`config.mk`:
```
export PLATFORM = sky130hd
export DESIGN_NAME = clock_offset_table_flat
export DESIGN_NICKNAME = d
export VERILOG_FILES = /design/src/design/cot_pkg.sv /design/src/design/cot_if.sv /design/src/design/cot_store.sv /design/src/design/cot_ctrl.sv /design/src/design/clock_offset_table.sv /design/src/flat_wrapper.sv
export SDC_FILE = /design/constraint.sdc
export NUM_CORES = 2
export LEC_CHECK = 0
export BUFFER_PORTS_ARGS = -buffer_cell sky130_fd_sc_hd__buf_2
export CORE_UTILIZATION = 35
export CTS_BUF_LIST = sky130_fd_sc_hd__clkbuf_8
export DETAILED_ROUTE_END_ITERATION = 8
export GPL_ROUTABILITY_DRIVEN = 0
export GPL_TIMING_DRIVEN = 0
export PLACE_DENSITY = 0.48
export SLEW_MARGIN = 20
export SYNTH_ARGS = -nofsm -noshare
export SYNTH_HDL_FRONTEND = slang
export SYNTH_HIERARCHICAL = 1
export SYNTH_SLANG_ARGS = --single-unit
export TNS_END_PERCENT = 30
```
`constraint.sdc`:
```
create_clock -name clk_i -period 7.1 [get_ports clk_i]
set_input_delay 2.13 -clock clk_i [delete_from_list [all_inputs] [get_ports clk_i]]
set_output_delay 2.13 -clock clk_i [all_outputs]
set_load 0.03 [all_outputs]
```
`src/design/cot_pkg.sv`:
```
`timescale 1ns / 1ps
// ----------------------------------------------------------------------------
// cot_pkg
// Shared types and constants of the clock offset table.
// ----------------------------------------------------------------------------
package cot_pkg;

  localparam int unsigned IdW     = 16;
  localparam int unsigned RatioW  = 32;
  localparam int unsigned FactorW = 33;
  localparam int unsigned StatusW = 3;

  // 1.0 in signed Q3.30
  localparam logic signed [FactorW-1:0] Q30One = FactorW'(64'sd1 << 30);

  typedef enum logic [StatusW-1:0] {
    StUpdated  = 3'd0,
    StInserted = 3'd1,
    StDropped  = 3'd2,
    StFound    = 3'd3,
    StNotFound = 3'd4
  } status_e;

  typedef enum logic {
    CmdSet = 1'b0,
    CmdGet = 1'b1
  } cmd_e;

  // write request from the sequencer to the entry store
  typedef struct packed {
    logic                     ratio_we;
    logic                     id_we;
    logic [IdW-1:0]           id;
    logic signed [RatioW-1:0] ratio;
  } store_wr_t;

endpackage

```
`src/design/cot_if.sv`:
```
`timescale 1ns / 1ps
// ----------------------------------------------------------------------------
// cot_if
// Valid/ready channels for commands and responses of the clock offset table.
// ----------------------------------------------------------------------------
interface cot_in_if;
  logic                                     valid;
  logic                                     ready;
  logic                                     cmd;
  logic [cot_pkg::IdW-1:0]                  agent_key;
  logic signed [cot_pkg::RatioW-1:0]        offset_ratio;

  modport source (output valid, cmd, agent_key, offset_ratio, input ready);
  modport sink   (input valid, cmd, agent_key, offset_ratio, output ready);
endinterface

interface cot_out_if;
  logic                                     valid;
  logic                                     ready;
  logic [cot_pkg::StatusW-1:0]              status;
  logic signed [cot_pkg::FactorW-1:0]       factor;

  modport source (output valid, status, factor, input ready);
  modport sink   (input valid, status, factor, output ready);
endinterface

```
`src/design/cot_store.sv`:
```
`timescale 1ns / 1ps
// ----------------------------------------------------------------------------
// cot_store
// Entry memories (id and ratio) with one registered read port, one write
// port and per-entry valid bits so an entry never written reads as empty.
// ----------------------------------------------------------------------------
module cot_store #(
  parameter int unsigned ENTRIES = 32,
  parameter int unsigned IW      = 5
) (
  input  logic                                 clk_i,
  input  logic                                 rst_ni,
  input  logic [IW-1:0]                        rd_addr_i,
  output logic [cot_pkg::IdW-1:0]              rd_id_o,
  output logic signed [cot_pkg::RatioW-1:0]    rd_ratio_o,
  input  logic [IW-1:0]                        wr_addr_i,
  input  cot_pkg::store_wr_t                   wr_i
);

  logic [cot_pkg::IdW-1:0]           id_mem    [ENTRIES];
  logic signed [cot_pkg::RatioW-1:0] ratio_mem [ENTRIES];
  logic [ENTRIES-1:0]                vld_q;
  logic [cot_pkg::IdW-1:0]           id_rd_q;
  logic signed [cot_pkg::RatioW-1:0] ratio_rd_q;
  logic                              vld_rd_q;

  always_ff @(posedge clk_i) begin
    if (wr_i.id_we) begin
      id_mem[wr_addr_i] <= wr_i.id;
    end
    if (wr_i.ratio_we) begin
      ratio_mem[wr_addr_i] <= wr_i.ratio;
    end
    id_rd_q    <= id_mem[rd_addr_i];
    ratio_rd_q <= ratio_mem[rd_addr_i];
  end

  always_ff @(posedge clk_i or negedge rst_ni) begin
    if (!rst_ni) begin
      vld_q    <= '0;
      vld_rd_q <= 1'b0;
    end else begin
      if (wr_i.id_we) begin
        vld_q[wr_addr_i] <= 1'b1;
      end
      vld_rd_q <= vld_q[rd_addr_i];
    end
  end

  // an entry never written is empty with a zero ratio
  assign rd_id_o    = vld_rd_q ? id_rd_q : '0;
  assign rd_ratio_o = vld_rd_q ? ratio_rd_q : '0;

endmodule

```
`src/design/cot_ctrl.sv`:
```
`timescale 1ns / 1ps
// ----------------------------------------------------------------------------
// cot_ctrl
// Scan sequencer: walks the entries one per cycle through the shared id
// compare, computes the correction factor and holds the response register.
// ----------------------------------------------------------------------------
module cot_ctrl #(
  parameter int unsigned ENTRIES = 32,
  parameter int unsigned IW      = 5
) (
  input  logic                                 clk_i,
  input  logic                                 rst_ni,
  cot_in_if.sink                               in_i,
  cot_out_if.source                            out_o,
  output logic [IW-1:0]                        rd_addr_o,
  input  logic [cot_pkg::IdW-1:0]              rd_id_i,
  input  logic signed [cot_pkg::RatioW-1:0]    rd_ratio_i,
  output logic [IW-1:0]                        wr_addr_o,
  output cot_pkg::store_wr_t                   wr_o
);

  typedef enum logic [1:0] {
    StIdle,
    StScan,
    StResp
  } state_e;

  localparam logic [IW-1:0] LastIdx = IW'(ENTRIES - 1);

  state_e                             state_q;
  logic [IW-1:0]                      idx_q;
  logic                               cmd_q;
  logic [cot_pkg::IdW-1:0]            key_q;
  logic signed [cot_pkg::RatioW-1:0]  ratio_q;
  logic [cot_pkg::StatusW-1:0]        res_status_q;
  logic signed [cot_pkg::FactorW-1:0] res_factor_q;
  logic                               out_valid_q;
  logic [cot_pkg::StatusW-1:0]        out_status_q;
  logic signed [cot_pkg::FactorW-1:0] out_factor_q;
  logic                               hit;
  logic                               empty;
  logic                               last;
  logic signed [cot_pkg::FactorW-1:0] diff;

  assign hit   = (rd_id_i == key_q);
  assign empty = (rd_id_i == '0);
  assign last  = (idx_q == LastIdx);
  assign diff  = cot_pkg::Q30One - cot_pkg::FactorW'(rd_ratio_i);

  // read address runs one ahead of the entry being compared
  assign rd_addr_o = (state_q == StScan) ? IW'(idx_q + 1'b1) : '0;
  assign wr_addr_o = idx_q;

  always_comb begin
    wr_o          = '0;
    wr_o.id       = key_q;
    wr_o.ratio    = ratio_q;
    if (state_q == StScan && cmd_q == cot_pkg::CmdSet) begin
      wr_o.ratio_we = hit || empty;
      wr_o.id_we    = empty;
    end
  end

  always_ff @(posedge clk_i or negedge rst_ni) begin
    if (!rst_ni) begin
      state_q      <= StIdle;
      idx_q        <= '0;
      cmd_q        <= cot_pkg::CmdSet;
      key_q        <= '0;
      ratio_q      <= '0;
      res_status_q <= cot_pkg::StUpdated;
      res_factor_q <= '0;
      out_valid_q  <= 1'b0;
      out_status_q <= cot_pkg::StUpdated;
      out_factor_q <= '0;
    end else begin
      if (out_o.ready && state_q != StResp) begin
        out_valid_q <= 1'b0;
      end
      case (state_q)
        StIdle: begin
          if (in_i.valid) begin
            cmd_q   <= in_i.cmd;
            key_q   <= in_i.agent_key;
            ratio_q <= in_i.offset_ratio;
            idx_q   <= '0;
            if (in_i.agent_key == '0) begin
              // reserved id never matches and never gets inserted
              if (in_i.cmd == cot_pkg::CmdGet) begin
                res_status_q <= cot_pkg::StNotFound;
                res_factor_q <= cot_pkg::Q30One;
              end else begin
                res_status_q <= cot_pkg::StDropped;
                res_factor_q <= '0;
              end
              state_q <= StResp;
            end else begin
              state_q <= StScan;
            end
          end
        end
        StScan: begin
          if (cmd_q == cot_pkg::CmdSet) begin
            res_factor_q <= '0;
            if (hit) begin
              res_status_q <= cot_pkg::StUpdated;
              state_q      <= StResp;
            end else if (empty) begin
              res_status_q <= cot_pkg::StInserted;
              state_q      <= StResp;
            end else if (last) begin
              res_status_q <= cot_pkg::StDropped;
              state_q      <= StResp;
            end else begin
              idx_q <= IW'(idx_q + 1'b1);
            end
          end else begin
            if (hit) begin
              res_status_q <= cot_pkg::StFound;
              res_factor_q <= diff;
              state_q      <= StResp;
            end else if (last) begin
              res_status_q <= cot_pkg::StNotFound;
              res_factor_q <= cot_pkg::Q30One;
              state_q      <= StResp;
            end else begin
              idx_q <= IW'(idx_q + 1'b1);
            end
          end
        end
        StResp: begin
          if (!out_valid_q || out_o.ready) begin
            out_valid_q  <= 1'b1;
            out_status_q <= res_status_q;
            out_factor_q <= res_factor_q;
            state_q      <= StIdle;
          end
        end
        default: begin
          state_q <= StIdle;
        end
      endcase
    end
  end

  assign in_i.ready   = (state_q == StIdle);
  assign out_o.valid  = out_valid_q;
  assign out_o.status = out_status_q;
  assign out_o.factor = out_factor_q;

endmodule

```
`src/design/clock_offset_table.sv`:
```
`timescale 1ns / 1ps
// ----------------------------------------------------------------------------
// clock_offset_table
// Associative table of per-agent clock offset ratios keyed by agent id.
// Operation: a command scans k entries (1..ENTRIES), one per cycle through the
//   single store read port; a reserved id skips the scan. The response is then
//   registered, held back while an earlier response is still unaccepted.
//   A new command is taken only once the previous response is registered.
// Reset: asynchronous, clears all entry valid bits at once, so the table is
//   empty and usable in the first cycle after reset.
// ----------------------------------------------------------------------------
module clock_offset_table #(
  parameter int unsigned ENTRIES = 32
) (
  input  logic      clk_i,
  input  logic      rst_ni,
  cot_in_if.sink    in_i,
  cot_out_if.source out_o
);

  localparam int unsigned IW = (ENTRIES > 1) ? $clog2(ENTRIES) : 1;

  logic [IW-1:0]                     rd_addr;
  logic [IW-1:0]                     wr_addr;
  logic [cot_pkg::IdW-1:0]           rd_id;
  logic signed [cot_pkg::RatioW-1:0] rd_ratio;
  cot_pkg::store_wr_t                wr;

  cot_ctrl #(
    .ENTRIES(ENTRIES),
    .IW     (IW)
  ) u_ctrl (
    .clk_i     (clk_i),
    .rst_ni    (rst_ni),
    .in_i      (in_i),
    .out_o     (out_o),
    .rd_addr_o (rd_addr),
    .rd_id_i   (rd_id),
    .rd_ratio_i(rd_ratio),
    .wr_addr_o (wr_addr),
    .wr_o      (wr)
  );

  cot_store #(
    .ENTRIES(ENTRIES),
    .IW     (IW)
  ) u_store (
    .clk_i     (clk_i),
    .rst_ni    (rst_ni),
    .rd_addr_i (rd_addr),
    .rd_id_o   (rd_id),
    .rd_ratio_o(rd_ratio),
    .wr_addr_i (wr_addr),
    .wr_i      (wr)
  );

endmodule

```
`src/flat_wrapper.sv`:
```
// flat-port wrapper written by rule: the top's interface ports become plain ports
module clock_offset_table_flat 
#(
  parameter int unsigned ENTRIES = 32
)
  (clk_i, rst_ni, in_i_valid, in_i_cmd, in_i_agent_key, in_i_offset_ratio, in_i_ready, out_o_valid, out_o_status, out_o_factor, out_o_ready);
  cot_in_if in_i_i ();
  cot_out_if out_o_i ();
  input  logic clk_i;
  input  logic rst_ni;
  input wire logic [$bits(in_i_i.valid)-1:0] in_i_valid;
  input wire logic [$bits(in_i_i.cmd)-1:0] in_i_cmd;
  input wire logic [$bits(in_i_i.agent_key)-1:0] in_i_agent_key;
  input wire logic [$bits(in_i_i.offset_ratio)-1:0] in_i_offset_ratio;
  output wire logic [$bits(in_i_i.ready)-1:0] in_i_ready;
  output wire logic [$bits(out_o_i.valid)-1:0] out_o_valid;
  output wire logic [$bits(out_o_i.status)-1:0] out_o_status;
  output wire logic [$bits(out_o_i.factor)-1:0] out_o_factor;
  input wire logic [$bits(out_o_i.ready)-1:0] out_o_ready;
  assign in_i_i.valid = in_i_valid;
  assign in_i_i.cmd = in_i_cmd;
  assign in_i_i.agent_key = in_i_agent_key;
  assign in_i_i.offset_ratio = in_i_offset_ratio;
  assign in_i_ready = in_i_i.ready;
  assign out_o_valid = out_o_i.valid;
  assign out_o_status = out_o_i.status;
  assign out_o_factor = out_o_i.factor;
  assign out_o_i.ready = out_o_ready;
  clock_offset_table #(.ENTRIES(ENTRIES)) u_core (.clk_i(clk_i), .rst_ni(rst_ni), .in_i(in_i_i), .out_o(out_o_i));
endmodule
```
==> flow_summary_export.csv <==
group,metric,value,unit
yosys,syn_area,68150,sq um
route,drc,0,
setup_path,cp.required,7740,ps
cells_and_area,seqCellArea,51170,sq um
route,first_pass_iters,5,
sta,slew_violations,0,
sta,post-route-period-util,75.00,%
clock_network,clkSinkCount,1746,
yosys,synthCells,4001,
placed_design,dpl.hpwl,133200,um
setup_path,critPathSlowestCell,"nor2_4",
grt,grt_pass1_wl,270500,um
clock_network,clock_path_buffers,4,
power,powerDensity,403.5,nW/um^2
clock_network,postCtsSetupBuffers,0,
sta,relSlewSlack,25.33,%
grt,grt_pass1_vias,37202,
yosys,synthesis.nets,4057,
yosys,ys_warn_count,6,
yosys,syn_area_per_cell,17.03,sq um
yosys,synthFlopType,"edfxtp_1",
yosys,synth_edf_count,1536,
setup_path,path_cells,"clkbuf_1 > and2_1 > xnor2_1 > nand4_1 > nor4_1 > clkbuf_1 > nor2_1 > nor3_1 > or3b_2 > clkbuf_1 > nor2_4 > buf_12",
cells_and_area,syn_to_final_growth,15.65,%
clock_network,hold_buffers,0,
grt,grt_usage,19.10,%
min_path,min_delay_path_depth,1,
grt,antenna_found_initial,8,
sta,setup-tns-final,0,ps
sta,rsz0062_at_grt,"false",
setup_path,path_buf_inv,4,
clock_network,htreeDepth,5,
cells_and_area,fillers,17659,
cells_and_area,final_common_cell,"edfxtp_1",
setup_path,start_kind,"register",
setup_path,cp.arrival,5970,ps
clock_network,cts_tree,"yes",
setup_path,reg2reg_depth,12,
sta,tightest_slew,1120,ps
floorplan,die_w,443.3,um
floorplan,die_height,443.3,um
route,wl_per_cell,26.37,um
cells_and_area,final_cell_mix,"edfxtp_1, mux2i_1, clkbuf_8",
route,vias,36813,
yosys,synth.top_cell.area_share,67.69,%
route,vias_per_cell,5.106,
setup_path,max_stage_delay,770,ps
cells_and_area,final_nets,4516,
yosys,ys_types,53,
placed_design,post_dp_cell_area,73230,sq um
placed_design,port_buffers,90,
sta,max_freq,0.1878,GHz
floorplan,core-area,193000,sq um
power,ir_drop,256.7,uV
route,wirelength,190100,um
min_path,hold_class,"reg2reg",
sta,skew,60.07,ps
outcome,outcome,"finished, final reports clean",
setup_path,worstSetupEndpointType,"register",
floorplan,ios,91,
setup_path,critPathKind,"reg2reg",
sta,period_minus_slack,5325,ps
yosys,synth_area_leaders,"edfxtp_1, mux2i_1, dfrtp_1",
yosys,ys_ff_latch,1746,
clock_network,cts-resized-gates,0,
cells_and_area,drive_above_1_share,17.87,%
cells_and_area,multiInputGateArea,16060,sq um
setup_path,cp_top_family,"simple AND/OR/NAND/NOR gates",
power,p_leak,26.85,nW
yosys,async_reset_ff_share,9.278,%
yosys,synth_seq_area_share,75.04,%
route,ant_nets,0,
grt,grt_max_degree,80,
yosys,yosysTopAreaCell,"edfxtp_1",
setup_path,worstPathMaxFanout,19,
floorplan,placementRows,161,
cells_and_area,fin_area,78810,sq um
flow_run,maxCapViolCount,0,
sta,setup_viol,0,
clock_network,clk_pin_slew,60,ps
floorplan,dieArea,196500,sq um
route,first_iter_violations,2479,
grt,overflow,0,
clock_network,root_buffer,"clkbuf_8",
setup_path,crit_top_cell,"clkbuf_1",
floorplan,start_util,35.31,%
clock_network,clk-insertion-delay-late,1000,ps
sta,hold_violations,0,
clock_network,numCtsBuffers,305,
setup_path,cp.depth,12,
per-layer routing:
layer | share of wire, % | global-route usage (%) | up-vias | wire length, um
li1 | - | - | 16623 | -
met1 | 45 | 25.63 | 18957 | 85640
met4 | 3.4 | 7.102 | 2 | 6452
met3 | 4.3 | 3.380 | 347 | 8171
met2 | 47 | 30.94 | 884 | 89810
met5 | 0.011 | 0 | - | 20
flip-flops by register name (all words and copies together) (netlist names), 2 cells and up:
| signal | count |
|---|---|
| u_core/u_ctrl/out_o.factor | 33 |
| u_core/u_store/ratio_rd_q | 32 |
| u_core/u_store/vld_q | 32 |
| u_core/u_store/id_rd_q | 16 |
| u_core/u_ctrl/state_q | 2 |
| u_core/u_store/ratio_mem | 1024 |
| u_core/u_ctrl/res_status_q | 3 |
| u_core/u_store/id_mem | 512 |
| u_core/u_ctrl/key_q | 16 |
| u_core/u_ctrl/ratio_q | 32 |
| u_core/u_ctrl/res_factor_q | 33 |
| u_core/u_ctrl/out_o.status | 3 |
| u_core/u_ctrl/wr_addr_o | 5 |
where the power goes:
part,internal [W],switching [W]
clock,0.00451,0.00397
sequential,0.0129,0.00165
combinational,0.00314,0.00560
total,0.0206,0.0112
cells by family after synthesis:
group                    count (synthesis)  share of synthesized area [%]
AO/OA/AOI/OAI                          498                          5.080
buffers and inverters                  235                          1.926
AND/OR/NAND/NOR                        604                          4.377
flip-flops                            1746                          75.04
adder cells (fa/ha/maj)                  3                        0.05509
XOR/XNOR                                44                         0.5655
multiplexers                           871                          12.95
area by class of cell:
cell class / count / area share [%]
inverter: 2 / 0.009525
clock inverter: 178 / 0.9557
clock buffer: 348 / 6.077
antenna: 5 / 0.01588
buffer: 233 / 1.662
multi-input combinational: 2020 / 20.38
tap: 2526 / 4.010
timing repair buffer: 152 / 1.969
sequential: 1746 / 64.92
through the flow:
step | worst slack, ps | utilization, % | std cells | power (W) | hold WS [ps]
floorplan | 2734 | - | 4001 | 0.01946 | 432.9
global placement | -661.2 | 37.18 | 6617 | 0.02358 | 445.6
CTS | 1663 | 40.82 | 7204 | 0.03225 | 465.0
finish | 1775 | 40.84 | 7210 | 0.03180 | 465.4
detailed placement | 1697 | 37.95 | 6678 | 0.02370 | 448.8
global route | 1404 | 40.84 | 7208 | 0.03324 | 479.6
path summary, 6_finish.rpt:
check                      slack (ps)                               to               startpoint
setup / recovery                 1780  u_core/u_store/ratio_mem[4][11]  u_core/u_store/vld_rd_q
hold / removal                    470          u_core/u_store/vld_q[4]  u_core/u_store/vld_q[4]
setup reg to reg                 1780  u_core/u_store/ratio_mem[4][11]  u_core/u_store/vld_rd_q
hold reg to reg                   470          u_core/u_store/vld_q[4]  u_core/u_store/vld_q[4]
max in group asynchronous        5030          u_core/u_store/vld_q[5]                   rst_ni
min in group asynchronous         970        u_core/u_ctrl/ratio_q[13]                   rst_ni
cell usage after synthesis (2+ instances only):
| master | count |
|---|---|
| xor2_1 | 6 |
| o41ai_1 | 2 |
| buf_2 | 44 |
| ha_1 | 3 |
| nor2b_1 | 5 |
| mux2_2 | 86 |
| o31ai_1 | 3 |
| nor3_1 | 56 |
| o21ai_0 | 3 |
| dfrtp_1 | 162 |
| clkbuf_1 | 104 |
| buf_4 | 40 |
| buf_1 | 15 |
| nand2_1 | 160 |
| or4_1 | 6 |
| and2_1 | 52 |
| nand2b_1 | 8 |
| nor2_1 | 82 |
| nand4_1 | 6 |
| xnor2_1 | 38 |
| nand3_1 | 151 |
| mux2i_1 | 785 |
| nand3b_1 | 7 |
| or3_1 | 3 |
| or2_2 | 15 |
| a22o_1 | 130 |
| and3_1 | 2 |
| a21oi_1 | 154 |
| a22oi_1 | 147 |
| edfxtp_1 | 1536 |
| a21o_1 | 2 |
| inv_1 | 2 |
| dfxtp_1 | 48 |
| a31oi_1 | 49 |
| or3b_1 | 4 |
| a32o_1 | 4 |
| buf_6 | 30 |
| or2_1 | 19 |
| nor4_1 | 17 |
| o21bai_1 | 2 |
Power figures use the tool's default switching activity.
